## src/rtl/skvt_pkg.sv

```systemverilog
`default_nettype none
// ----------------------------------------------------------------------------
// skvt_pkg
// Shared types, operation codes and default sizes of the sorted key/value table.
// ----------------------------------------------------------------------------
package skvt_pkg;

    localparam int DEPTH_DEFAULT       = 256;
    localparam int KEY_WIDTH_DEFAULT   = 32;
    localparam int VALUE_WIDTH_DEFAULT = 32;

    localparam int MODE_W   = 3;
    localparam int POS_W    = 8;
    localparam int CAP_W    = 9;
    localparam int COUNT_W  = 9;
    localparam int GROUP    = 16;

    localparam logic [MODE_W-1:0] MODE_INSERT = 3'd0;
    localparam logic [MODE_W-1:0] MODE_UPDATE = 3'd1;
    localparam logic [MODE_W-1:0] MODE_UPSERT = 3'd2;
    localparam logic [MODE_W-1:0] MODE_ERASE  = 3'd3;
    localparam logic [MODE_W-1:0] MODE_LOOKUP = 3'd4;
    localparam logic [MODE_W-1:0] MODE_READ   = 3'd5;

    localparam logic [CAP_W-1:0] CAP_RESET = 9'd256;

    typedef struct packed {
        logic compare;
        logic sel_pos;
        logic do_insert;
        logic do_update;
        logic do_erase;
    } cell_cmd_t;

endpackage

`default_nettype wire

```

## src/rtl/skvt_cell.sv

```systemverilog
`default_nettype none
// ----------------------------------------------------------------------------
// skvt_cell
// One slot of the sorted chain: holds a pair, compares it against the
// operation key and shifts with its neighbors on insert and erase.
// ----------------------------------------------------------------------------
module skvt_cell #(
    parameter int INDEX       = 0,
    parameter int KEY_WIDTH   = 32,
    parameter int VALUE_WIDTH = 32,
    parameter int CW          = 9
) (
    input  wire                     clk,
    input  wire                     rst_n,
    input  wire skvt_pkg::cell_cmd_t cmd,
    input  wire  [CW-1:0]           count,
    input  wire  [CW-1:0]           pos,
    input  wire  [KEY_WIDTH-1:0]    op_key,
    input  wire  [VALUE_WIDTH-1:0]  op_value,
    input  wire                     prev_lt,
    input  wire  [KEY_WIDTH-1:0]    prev_key,
    input  wire  [VALUE_WIDTH-1:0]  prev_value,
    input  wire  [KEY_WIDTH-1:0]    next_key,
    input  wire  [VALUE_WIDTH-1:0]  next_value,
    output logic                    lt,
    output logic [KEY_WIDTH-1:0]    cell_key,
    output logic [VALUE_WIDTH-1:0]  cell_value,
    output logic                    hit,
    output logic [KEY_WIDTH-1:0]    hit_key,
    output logic [VALUE_WIDTH-1:0]  hit_value
);
    import skvt_pkg::*;

    localparam logic [CW-1:0] MY_INDEX = CW'(INDEX);

    logic                   lt_reg;
    logic                   hit_reg;
    logic [KEY_WIDTH-1:0]   key_reg;
    logic [VALUE_WIDTH-1:0] value_reg;
    logic                   occupied;

    assign occupied = MY_INDEX < count;

    always_ff @(posedge clk or negedge rst_n)
    begin
        if (!rst_n)
        begin
            lt_reg  <= 1'b0;
            hit_reg <= 1'b0;
        end
        else if (cmd.compare)
        begin
            lt_reg  <= occupied && (key_reg < op_key);
            hit_reg <= occupied && (cmd.sel_pos ? (pos == MY_INDEX) : (key_reg == op_key));
        end
    end

    always_ff @(posedge clk)
    begin
        if (cmd.do_insert && !lt_reg)
        begin
            key_reg   <= prev_lt ? op_key : prev_key;
            value_reg <= prev_lt ? op_value : prev_value;
        end
        else if (cmd.do_erase && !lt_reg)
        begin
            key_reg   <= next_key;
            value_reg <= next_value;
        end
        else if (cmd.do_update && hit_reg)
        begin
            value_reg <= op_value;
        end
    end

    assign lt         = lt_reg;
    assign cell_key   = key_reg;
    assign cell_value = value_reg;
    assign hit        = hit_reg;
    assign hit_key    = hit_reg ? key_reg : '0;
    assign hit_value  = hit_reg ? value_reg : '0;

endmodule

`default_nettype wire

```

## config.mk

```make
export PLATFORM = sky130hd
export DESIGN_NAME = skvt_cell
export DESIGN_NICKNAME = d
export VERILOG_FILES = /design/src/rtl/skvt_pkg.sv /design/src/rtl/skvt_cell.sv
export SDC_FILE = /design/constraint.sdc
export NUM_CORES = 1
export LEC_CHECK = 0
export BUFFER_PORTS_ARGS = -buffer_cell sky130_fd_sc_hd__buf_2
export CAP_MARGIN = 10
export CORE_AREA = 2 2 136 138
export DETAILED_ROUTE_END_ITERATION = 16
export DIE_AREA = 0 0 138 140
export RECOVER_POWER = 50
export SLEW_MARGIN = 10
export SYNTH_ARGS = -nofsm -noshare
export SYNTH_HDL_FRONTEND = slang
export SYNTH_SLANG_ARGS = --single-unit
```

## constraint.sdc

```tcl
create_clock -name clk -period 3.7 [get_ports clk]
set_input_delay 0.74 -clock clk [delete_from_list [all_inputs] [get_ports clk]]
set_output_delay 0.74 -clock clk [all_outputs]
set_load 0.05 [all_outputs]
```

Yosys cells after proc, flatten, opt, wreduce, memory -nomap -nowiden. Index checks and enable logic that the tools add are counted.

Register bits after elaboration: 66. Latch bits: 0. RAM bits: 0. Bits in read-only memories: 0. Output and inout bits: 130. Memories: 0.

Add/sub/neg operators: 0. Multiply operators: 0. Div/mod/pow operators: 0. Order comparisons: 2. Equal/unequal tests: 1. Shift-type cells: 0. Multiplexer cells: 10. Bitwise logic cells: 0. Reduce and logical (&&, ||, !) cells: 9.

Operators with widths (number): two-way mux 32 bit (9); == test 32 bit (1); < comparator 32 bit (1); logical NOT 9 bit (1); < comparator 1 x 9 -> 1 bit, first input constant (1); logical AND 1 bit (5); nonzero test 3 bit (1); nonzero test 2 bit (1); logical NOT 1 bit (1); two-way mux 1 bit (1).

Depth between registers and ports, before layout. Gate-level depths: netlist (run 1).

Word-level depth: 4. Gate-level depth with buffers: 7. Mapped depth without buffers: 7.

Worst setup path before layout (run 1). Ideal clock, no wire load.

Path kind: input to register. From: input port cmd[2] (netlist name). To: register value_reg[0], in the netlist cell_value[0], enable pin. Arrival: 2.441 ns. Required time: 3.312 ns. Setup slack: 0.871 ns. Stages on the path: 3. Buffers on the path: 0. Cell sequence: nor2_1 > nor2_2 > a21o_1.

Word-level cells in the longest chain between the ends: 2.

Ends and longest elaborated chain: from (decl) (line skvt_cell.sv:15) `input wire skvt_pkg::cell_cmd_t cmd,`; logical AND 1 bit (line skvt_cell.sv:60) `if (cmd.do_insert && !lt_reg)`; nonzero test 3 bit (no source line); to (signal assigned) (line skvt_cell.sv:63) `value_reg <= prev_lt ? op_value : prev_value;`; to (signal assigned) (line skvt_cell.sv:68) `value_reg <= next_value;`; to (signal assigned) (line skvt_cell.sv:72) `value_reg <= op_value;`; to (decl) (line skvt_cell.sv:39) `logic [VALUE_WIDTH-1:0] value_reg;`.

Every way passes these cells. A chain may end at the register's enable or synchronous reset.

Worst setup path in the final report (run 1).
From: input port prev_lt. To: register key_reg[1], in the netlist cell_key[1], data pin.

Word-level cells in the longest chain between the ends: 2.

Ends and longest elaborated chain: from (decl) (line skvt_cell.sv:20) `input wire prev_lt,`; two-way mux 32 bit (line skvt_cell.sv:62) `key_reg <= prev_lt ? op_key : prev_key;`; two-way mux 32 bit (line skvt_cell.sv:60); to (signal assigned) (line skvt_cell.sv:62); to (signal assigned) (line skvt_cell.sv:67) `key_reg <= next_key;`; to (decl) (line skvt_cell.sv:38) `logic [KEY_WIDTH-1:0] key_reg;`.

Every way passes these cells.

==> impl_metrics.yaml, run 1 <==
worst_setup_path:
  arrival_ns: 2.82
  crit_family: "buffers and inverters"
  max_stage_delay_ns: 0.98
  crit_buf_inv: 2
  required_ns: 3.74
  worstSetupEndpointType: "register"
  critical_path_class: "primary input to register"
  path_cells: "clkbuf_1 > clkbuf_2 > mux2i_1 > o21ai_1"
  cp_max_fo: 19
  crit_slowest_cell: "clkbuf_1"
  start_kind: "primary input"
detailed_routing:
  wl_per_cell_um: 16.18
  drc: 0
  drt-pass1-iter-count: 9
  vias: 4708
  ant_nets: 0
  dr.first_iter.drc_count: 342
  via_per_inst: 4.611
  drt_wl_total_um: 16520
placed_design:
  io_buffers: 347
  hpwl_um: 13040
  gp_congestion: 0.8049
finish:
  fillers: 1840
  n_antenna_cell: 0
  area_growth_pct: 48.56
  drive_gt1_frac: 0.3889
  nets: 1037
global_routing:
  antenna_found_initial: 0
  grt_pass1_vias: 4691
  overflow: 0
  grt_pass1_wl_um: 25140
  grt_max_degree: 68
  grt.total_usage: 0.1652
sta:
  final-setup-viol-count: 0
  slew_headroom: -0.3237
  fmax_ghz: 0.3604
  finalClockSkew_ns: 0.005903
  tightest_slew_ns: 1.986
  tns_ns: 0
  hold_slack_ns: 0.1992
  slew_violations: 33
  min_period_ns: 2.774
  period_share: 0.7499
  hold_violations: 0
  rsz0062_at_grt: "no"
cts:
  clock_path_buffers: 2
  h-tree-depth: 3
  clk-insertion-delay-late_ns: 0.33
  cts_hold_buf: 0
  cts_tree: "built"
  cts_resized: 0
  post-cts-setup-buffers: 0
  cts_root_buf: "clkbuf_16"
  cts.sinks: 66
  numCtsBuffers: 9
  clkTransAtPathRegs_ns: 0.05
logic_synthesis:
  synth.cell_area_sq_mm: 0.004507
  synthArstFlopShare: 0.03030
  synth_ff_type: "edfxtp_1"
  yosys_warnings: 0
  yosysSeqAreaShare: 0.4375
  syn-num-nets: 699
  synth_cell_types: 39
  synth-edff-count: 64
  synth_seq_cells: 66
  synthCells: 449
  avgSynthCellArea_sq_um: 10.04
die:
  dieArea_sq_mm: 0.01932
  core_sq_mm: 0.01778
  rows: 49
  ioPinCount: 348
  die_x_um: 138
  initial_core_util: 0.2535
  die_y_um: 140
outcome:
  outcome: "finished, violations left"
  violations: "max-capacitance violations, max-slew violations"
hold_path:
  worst_hold_path_type: "primary input to async pin"
power_and_ir_drop:
  p_leak_nw: 3.477
  finalPower_w: 0.003087
  powerDensity_mw_per_mm2: 461.1
  ir_drop_mv: 0.2687
job:
  max-cap-violations: 1
-- cells in the mapped netlist (all sizes together) (2+ instances only) --
master,instances,area share
inv,69,0.057
and2,64,0.089
edfxtp,64,0.43
nand2,37,0.031
o21ai,36,0.041
a222oi,32,0.071
ha,32,0.089
mux2i,32,0.071
clkbuf,18,0.015
a21oi,9,0.010
buf,9,0.016
nand4,8,0.014
a21o,6,0.010
nor2,6,0.0056
nor4,5,0.010
a211oi,3,0.0050
nand3,3,0.0033
dfrtp,2,0.011
nor3,2,0.0022
-- layout by cell type (no fill, tap or decap), types with 6 or more instances in the layout --
cell	count
buf_2	279
o21ai_1	21
inv_1	68
edfxtp_1	64
and2_1	64
clkbuf_16	9
nand4_1	6
a21o_1	6
a21oi_1	9
ha_1	32
a222oi_1	32
nand2_1	36
mux2i_1	32
o21ai_0	15
clkbuf_1	70
-- routing by layer --
metal  wire (um)  part of all wire  global-route usage  vias up
met5           0                 0                   0        -
met4         223             0.013             0.05209        0
met3        1294             0.078             0.03932       13
met2        8365              0.51              0.2892      250
met1        6638              0.40              0.2012     2140
li1            -                 -                   -     2305
-- final timing paths --
check	start	to	slack, ns	depth (start not counted)
setup / recovery	prev_lt	cell_key[1]$_DFFE_PP_	0.93	4
hold / removal	rst_n	lt$_DFFE_PN0P_	0.20	1
setup reg to reg	lt$_DFFE_PN0P_	cell_key[2]$_DFFE_PP_	1.22	2
hold reg to reg	lt$_DFFE_PN0P_	lt$_DFFE_PN0P_	0.67	2
max in group asynchronous	rst_n	hit$_DFFE_PN0P_	3.35	1
min in group clk	cmd[4]	lt$_DFFE_PN0P_	0.62	2
-- power breakdown --
| group | switching, W | total [W] | leakage (nW) | internal (W) |
|---|---|---|---|---|
| Clock | 0.000323 | 0.000977 | 0.158 | 0.000654 |
| Combinational | 0.000742 | 0.00103 | 2.67 | 0.000284 |
| Sequential | 0.0000868 | 0.00108 | 0.647 | 0.000996 |
| Total | 0.00115 | 0.00309 | 3.48 | 0.00193 |
-- kinds of logic (layout without fill, tap and decap cells) --
| group | Yosys count | after routing | share of synthesized area |
|---|---|---|---|
| adder cells (fa/ha/maj) | 32 | 32 | 0.08884 |
| AO/OA/AOI/OAI | 93 | 93 | 0.1502 |
| AND/OR/NAND/NOR | 130 | 130 | 0.1644 |
| flip-flops | 66 | 66 | 0.4375 |
| buffers and inverters | 96 | 439 | 0.08800 |
| multiplexers | 32 | 32 | 0.07107 |
-- per-stage QoR --
| step | utilization | area, sq um | instances | setup slack, ns |
|---|---|---|---|---|
| after CTS | 0.3821 | 6793 | 1021 | 1.023 |
| after floorplan | - | 4507 | 449 | 0.8712 |
| after detailed placement | 0.3633 | 6459 | 1005 | 1.051 |
| after global placement | 0.3633 | 6459 | 1005 | 1.058 |
| final | 0.3766 | 6695 | 1021 | 0.9255 |
| after global routing | 0.3766 | 6695 | 1021 | 0.7765 |
-- cell type report --
cell class                      instances  area [sq um]  area share
Sequential cell                        66          1973      0.2947
Inverter                               69         259.0     0.03868
Clock inverter                          6         105.1     0.01570
Timing Repair Buffer                  354          1695      0.2532
Clock buffer                           10         229.0     0.03420
Tap cell                              229         286.5     0.04280
Multi-Input combinational cell        287          2147      0.3207
(Power assumes the default switching activity.)
==> run 2, diff against run 1 <==
--- a/config.mk
+++ b/config.mk
@@ -5,11 +5,12 @@
 export SDC_FILE = /design/constraint.sdc
 export NUM_CORES = 1
 export LEC_CHECK = 0
+export ABC_AREA = 1
 export BUFFER_PORTS_ARGS = -buffer_cell sky130_fd_sc_hd__buf_2
 export CAP_MARGIN = 10
-export CORE_AREA = 2 2 136 138
+export CORE_AREA = 2 2 134 136
 export DETAILED_ROUTE_END_ITERATION = 16
-export DIE_AREA = 0 0 138 140
+export DIE_AREA = 0 0 136 138
 export RECOVER_POWER = 50
 export SLEW_MARGIN = 10
 export SYNTH_ARGS = -nofsm -noshare
==> constraint.sdc (replaced) <==
create_clock -name clk -period 2.8 [get_ports clk]
set_input_delay 0.56 -clock clk [delete_from_list [all_inputs] [get_ports clk]]
set_output_delay 0.56 -clock clk [all_outputs]
set_load 0.05 [all_outputs]
==> run 2 against run 1 <==
  * The flow now finishes without violations
  * Critical path depth grew 1
  * Routed wire length rose by 19%
  * Combinational power up 130%
  * Synthesized cell count increased by 55%
  * Sequential cell count unchanged
  * Non-clock buffer count increased by 3
  * Via count up 23%
  * Die area down 2.9%
  * Clock-buffer cell count is 1 lower
  * Total power grew 63%
  * Clock power up 18%
  * Largest power group is now combinational cells
==> impl_metrics.yaml, run 2 <==
finish:
  drive_gt1_frac: 0.3969
  fin_area_sq_mm: 0.007559
  most-common-layout-cells: "buf_2, nand2_1, inv_1, nor2_1, clkbuf_1"
  area_growth_pct: 36.27
  fillers: 1853
  nets: 1273
  final_common_cell: "buf_2"
  n_antenna_cell: 0
detailed_routing:
  met3WireLength_um: 1434
  wl_met2_um: 9664
  drt-pass1-iter-count: 4
  via_per_inst: 4.617
  dr.first_iter.drc_count: 326
  ant_nets: 0
  wl_per_cell_um: 15.61
  wl_met1_um: 8134
  drt_wl_total_um: 19620
  top_layer_used: "met4"
  drc: 0
  vias: 5803
die:
  rows: 49
  ioPinCount: 348
  die_x_um: 136
  initial_core_util: 0.3163
  die_y_um: 138
  core_sq_mm: 0.01753
  dieArea_sq_mm: 0.01877
logic_synthesis:
  synth.most_common_cell: "nand2_1"
  synth.cell_area_sq_mm: 0.005547
  synth_top_family_by_area: "compound AO/OA/AOI/OAI gates"
  netlist.area_leader.share: 0.3465
  synth_seq_cells: 66
  synth-edff-count: 64
  yosys-top-cells-area: "edfxtp_1, nand2_1, a21oi_2, inv_1, ha_1"
  yosysTopAreaCell: "edfxtp_1"
  synthArstFlopShare: 0.03030
  yosys_warnings: 0
  synth-xor-area-share: 0
  synthSimpleGateAreaFrac: 0.1681
  synth_compound_area_frac: 0.2716
  synth_cell_types: 33
  syn-num-nets: 948
  synthCells: 698
  yosysSeqAreaShare: 0.3555
  synth_common_cells: "nand2_1, inv_1, nor2_1"
  synth_ff_type: "edfxtp_1"
  avgSynthCellArea_sq_um: 7.946
  synth_mux_area_frac: 0
  yosys.area_share.adder: 0.07219
cts:
  numCtsBuffers: 9
  clkTransAtPathRegs_ns: 0.06
  post-cts-setup-buffers: 0
  clock_path_buffers: 2
  cts_root_buf: "clkbuf_16"
  h-tree-depth: 3
  clk-insertion-delay-late_ns: 0.34
  cts.sinks: 66
  cts_tree: "built"
global_routing:
  grt_max_degree: 65
  overflow: 0
  grt_pass1_wl_um: 29580
  antenna_found_initial: 0
  grt.total_usage: 0.2030
  grt_pass1_vias: 5523
worst_setup_path:
  worstSetupEndpointType: "register"
  critical_path_class: "register to register"
  start_kind: "register"
  cp-startpoint: "lt$_DFFE_PN0P_"
  max_stage_delay_ns: 0.66
  cp_max_fo: 36
  required_ns: 2.88
  r2r_start: "lt$_DFFE_PN0P_"
  path_cells: "inv_4 > nand2_8 > clkbuf_2 > a21oi_1 > a21oi_2"
  crit_slowest_cell: "clkbuf_2"
  arrival_ns: 2.31
sta:
  finalClockSkew_ns: 0.008870
  rsz0062_at_grt: "no"
  final-setup-viol-count: 0
  setup_slack_ns: 0.5611
  fmax_ghz: 0.4467
  hold_violations: 0
  min_period_ns: 2.239
  tightest_slew_ns: 1.066
  slew_headroom: 0.2890
  hold_slack_ns: 0.5149
  slew_violations: 0
  tns_ns: 0
  period_share: 0.7996
power_and_ir_drop:
  finalPower_w: 0.005033
  p_leak_nw: 3.999
  ir_drop_mv: 0.2976
  powerDensity_mw_per_mm2: 665.9
job:
  max-cap-violations: 0
placed_design:
  gp_congestion: 0.8056
  dpl_cell_area_sq_mm: 0.007376
  io_buffers: 347
  dpl_worst_slack_ns: 0.7702
  hpwl_um: 14610
hold_path:
  worst_hold_path_type: "primary input to register"
  min-delay-start: "cmd[4]"
outcome:
  outcome: "completed"
-- run 2: cell count changes in the layout (fill, tap and decap cells not counted), sizes merged, moves of 5 or more --
cell | before | now
mux2i | 32 | 0
a222oi | 32 | 0
a21oi | 9 | 108
and2 | 64 | 0
o21ai | 36 | 66
buf | 283 | 288
nand2 | 37 | 142
o22ai | 0 | 32
inv | 69 | 112
nor2 | 6 | 81
-- run 2: worst max-delay path: cells and delay by family (launching register included) --
kind | cells | cell delay (ns)
flip-flops | 1 | 0.43
AO/OA/AOI/OAI | 2 | 0.46
AND/OR/NAND/NOR | 1 | 0.22
buffers and inverters | 2 | 0.84
-- run 2: power breakdown --
part | internal, W | leakage, nW | switching, W
registers | 0.00138 | 0.648 | 0.000170
logic | 0.000582 | 3.22 | 0.00176
clock network | 0.000687 | 0.133 | 0.000461
total | 0.00264 | 4.00 | 0.00239
-- run 2: area by class of cell --
class / instances / area, sq um / area share
multi-input cells: 477 / 2823 / 0.3734
repair buffers: 357 / 1752 / 0.2317
well taps: 229 / 286.5 / 0.03791
clock buffers: 9 / 225.2 / 0.02980
clock inverters: 7 / 68.82 / 0.009104
inverters: 112 / 430.4 / 0.05694
flip-flops and latches: 66 / 1973 / 0.2610
-- run 2: final timing paths --
kind | to | slack (ns) | depth (start not counted)
setup / recovery | cell_key[0]$_DFFE_PP_ | 0.56 | 5
hold / removal | hit$_DFFE_PN0P_ | 0.51 | 4
setup reg to reg | cell_key[0]$_DFFE_PP_ | 0.56 | 5
hold reg to reg | lt$_DFFE_PN0P_ | 0.59 | 2
max in group asynchronous | hit$_DFFE_PN0P_ | 2.06 | 2
min in group asynchronous | lt$_DFFE_PN0P_ | 0.59 | 2
-- run 2: what timing repair did --
action | CTS | global route
hold buffers | 1 | 0
resized for setup | 0 | 0
endpoints found under the hold margin | 2 | 0
-- run 2: logic make-up after synthesis --
group,count (synthesis)
simple gates,235
flops,66
compound gates,210
fa+ha+maj,32
buf+inv,155
-- run 2: metrics by stage --
step                        util  cells
final                     0.4311   1257
after detailed placement  0.4207   1240
after floorplan                -    698
after CTS                 0.4380   1257
after global routing      0.4311   1257
after global placement    0.4207   1240
-- run 2: routing by layer --
layer  up-vias  GRT usage
met3        25    0.03374
met1      2557     0.2518
met5         -          0
li1       2962          -
met4         0    0.06743
met2       259     0.3547
==> run 3, diff against run 2 <==
--- a/config.mk
+++ b/config.mk
@@ -5,12 +5,12 @@
 export SDC_FILE = /design/constraint.sdc
 export NUM_CORES = 1
 export LEC_CHECK = 0
-export ABC_AREA = 1
+export ABC_AREA = 0
 export BUFFER_PORTS_ARGS = -buffer_cell sky130_fd_sc_hd__buf_2
 export CAP_MARGIN = 10
-export CORE_AREA = 2 2 134 136
+export CORE_AREA = 2 2 136 138
 export DETAILED_ROUTE_END_ITERATION = 16
-export DIE_AREA = 0 0 136 138
+export DIE_AREA = 0 0 138 140
 export RECOVER_POWER = 50
 export SLEW_MARGIN = 10
 export SYNTH_ARGS = -nofsm -noshare
==> constraint.sdc (replaced) <==
create_clock -name clk -period 2.24 [get_ports clk]
set_input_delay 0.448 -clock clk [delete_from_list [all_inputs] [get_ports clk]]
set_output_delay 0.448 -clock clk [all_outputs]
set_load 0.05 [all_outputs]
==> run 3 against run 2 <==
  * Clock power increased by 24%
  * Design area decreased by 11%
  * Total power decreased by 2.1%
  * Register-to-register slack got worse by 0.42 ns
  * Worst hold slack got worse by 0.20 ns
  * Combinational power decreased by 27%
  * Non-clock buffer count increased by 3
  * Highest routed layer is now met5
  * First-iteration DRC count decreased by 40%
==> impl_metrics.yaml, run 3 (synthesis results as in run 1) <==
power_and_ir_drop:
  powerDensity_mw_per_mm2: 730.3
  ir_drop_mv: 0.3852
  p_leak_nw: 3.503
cts:
  post-cts-setup-buffers: 0
  h-tree-depth: 3
  numCtsBuffers: 9
  cts_tree: "built"
  clock_path_buffers: 2
  cts.sinks: 66
  clkTransAtPathRegs_ns: 0.06
  clk-insertion-delay-late_ns: 0.33
  cts_root_buf: "clkbuf_16"
detailed_routing:
  dr.first_iter.drc_count: 194
  wl_per_cell_um: 15.82
  drt-pass1-iter-count: 6
  vias: 4676
  drc: 0
  via_per_inst: 4.553
  drt_wl_total_um: 16250
  ant_nets: 0
placed_design:
  hpwl_um: 13010
  io_buffers: 347
  gp_congestion: 0.8170
  dp.cells: 1010
worst_setup_path:
  worstSetupEndpointType: "register"
  rr_worst_depth: 5
  cp_max_fo: 33
  required_ns: 2.26
  start_kind: "register"
  cp-startpoint: "lt$_DFFE_PN0P_"
  arrival_ns: 2.11
  critical_path_class: "register to register"
  r2r_start: "lt$_DFFE_PN0P_"
sta:
  slew_headroom: 0.2187
  slew_violations: 0
  rsz0062_at_grt: "no"
  tightest_slew_ns: 1.172
  min_period_ns: 2.094
  fmax_ghz: 0.4776
  final-setup-viol-count: 0
  tns_ns: 0
  hold_violations: 0
  finalClockSkew_ns: 0.01091
  hold_slack_ns: 0.3190
  period_share: 0.9348
hold_path:
  worst_hold_path_type: "primary input to register"
  hold_depth: 2
  min-delay-start: "cmd[4]"
global_routing:
  grt.total_usage: 0.1622
  antenna_found_initial: 1
  overflow: 0
  grt_pass1_vias: 4678
  grt_max_degree: 67
  grt_pass1_wl_um: 24770
die:
  rows: 49
  initial_core_util: 0.2535
  die_y_um: 140
  core_sq_mm: 0.01778
  die_x_um: 138
  dieArea_sq_mm: 0.01932
  ioPinCount: 348
outcome:
  outcome: "completed"
finish:
  area_growth_pct: 49.72
  drive_gt1_frac: 0.4010
  final_common_cell: "buf_2"
  nets: 1043
  most-common-layout-cells: "buf_2, clkbuf_1, inv_1, and2_1, edfxtp_1"
  fin_util: 0.3795
  finalNonFillerCells: 1027
  n_antenna_cell: 0
job:
  max-cap-violations: 0
==> run 3: cell count changes in the layout (fill, tap and decap cells not counted), moves of 32 or more <==
cell      change
a21oi_1      -46
a21oi_2      -53
a222oi_1     +32
and2_1       +64
inv_1        -39
mux2i_1      +32
nand2_1     -104
nor2_1       -77
==> run 3: layout make-up <==
cell class                 instances  area, sq um
multi-input combinational        287         2157
sequential                        66         1974
clock inverter                     4        51.30
fill                            1858        11030
clock buffer                      12        246.5
tap                              229        286.5
timing repair buffer             360         1773
inverter                          69        259.0
==> run 3: report_power, final <==
group          internal [W]  leakage, nW  switching (W)
sequential          0.00164        0.646       0.000147
combinational      0.000490         2.71        0.00122
clock              0.000893        0.143       0.000533
==> run 3: worst paths after layout <==
path	endpoint	slack, ns
max	cell_value[18]$_DFFE_PP_	0.15
min in group asynchronous	hit$_DFFE_PN0P_	0.47
max reg2reg	cell_value[18]$_DFFE_PP_	0.15
min reg2reg	hit$_DFFE_PN0P_	0.54
min	lt$_DFFE_PN0P_	0.32
max in group asynchronous	lt$_DFFE_PN0P_	1.64
==> run 3: worst max-delay path, cell delays in order (launching register included) <==
cell and delay, ns:
dfrtp_2 0.40, buf_4 0.15, nor2_4 0.09, clkbuf_2 0.71
a21o_2 0.20, buf_12 0.21
==> run 3: stage by stage <==
step	instance area (sq um)	power (W)	setup WS, ns
after floorplan	4514	0.003002	0.1181
after global placement	6524	0.003584	-0.07811
after detailed placement	6524	0.003598	-0.1269
after CTS	6832	0.005062	0.01913
after global routing	6748	0.005191	0.01930
final	6748	0.004928	0.1460
==> run 3: routing by layer <==
metal | share of wire | routed length [um] | global-route usage | vias to the layer above
met4 | 0.018 | 297 | 0.04780 | 2
met1 | 0.40 | 6578 | 0.1904 | 2104
met2 | 0.50 | 8112 | 0.2876 | 230
met5 | 0.00080 | 13 | 0 | -
met3 | 0.077 | 1247 | 0.04718 | 19
li1 | - | - | - | 2321
==> run 3: timing repair <==
action	CTS	global route
endpoints found under the hold margin	2	0
hold buffers	1	0
gates resized for setup	0	1
endpoints found under the setup margin	0	1
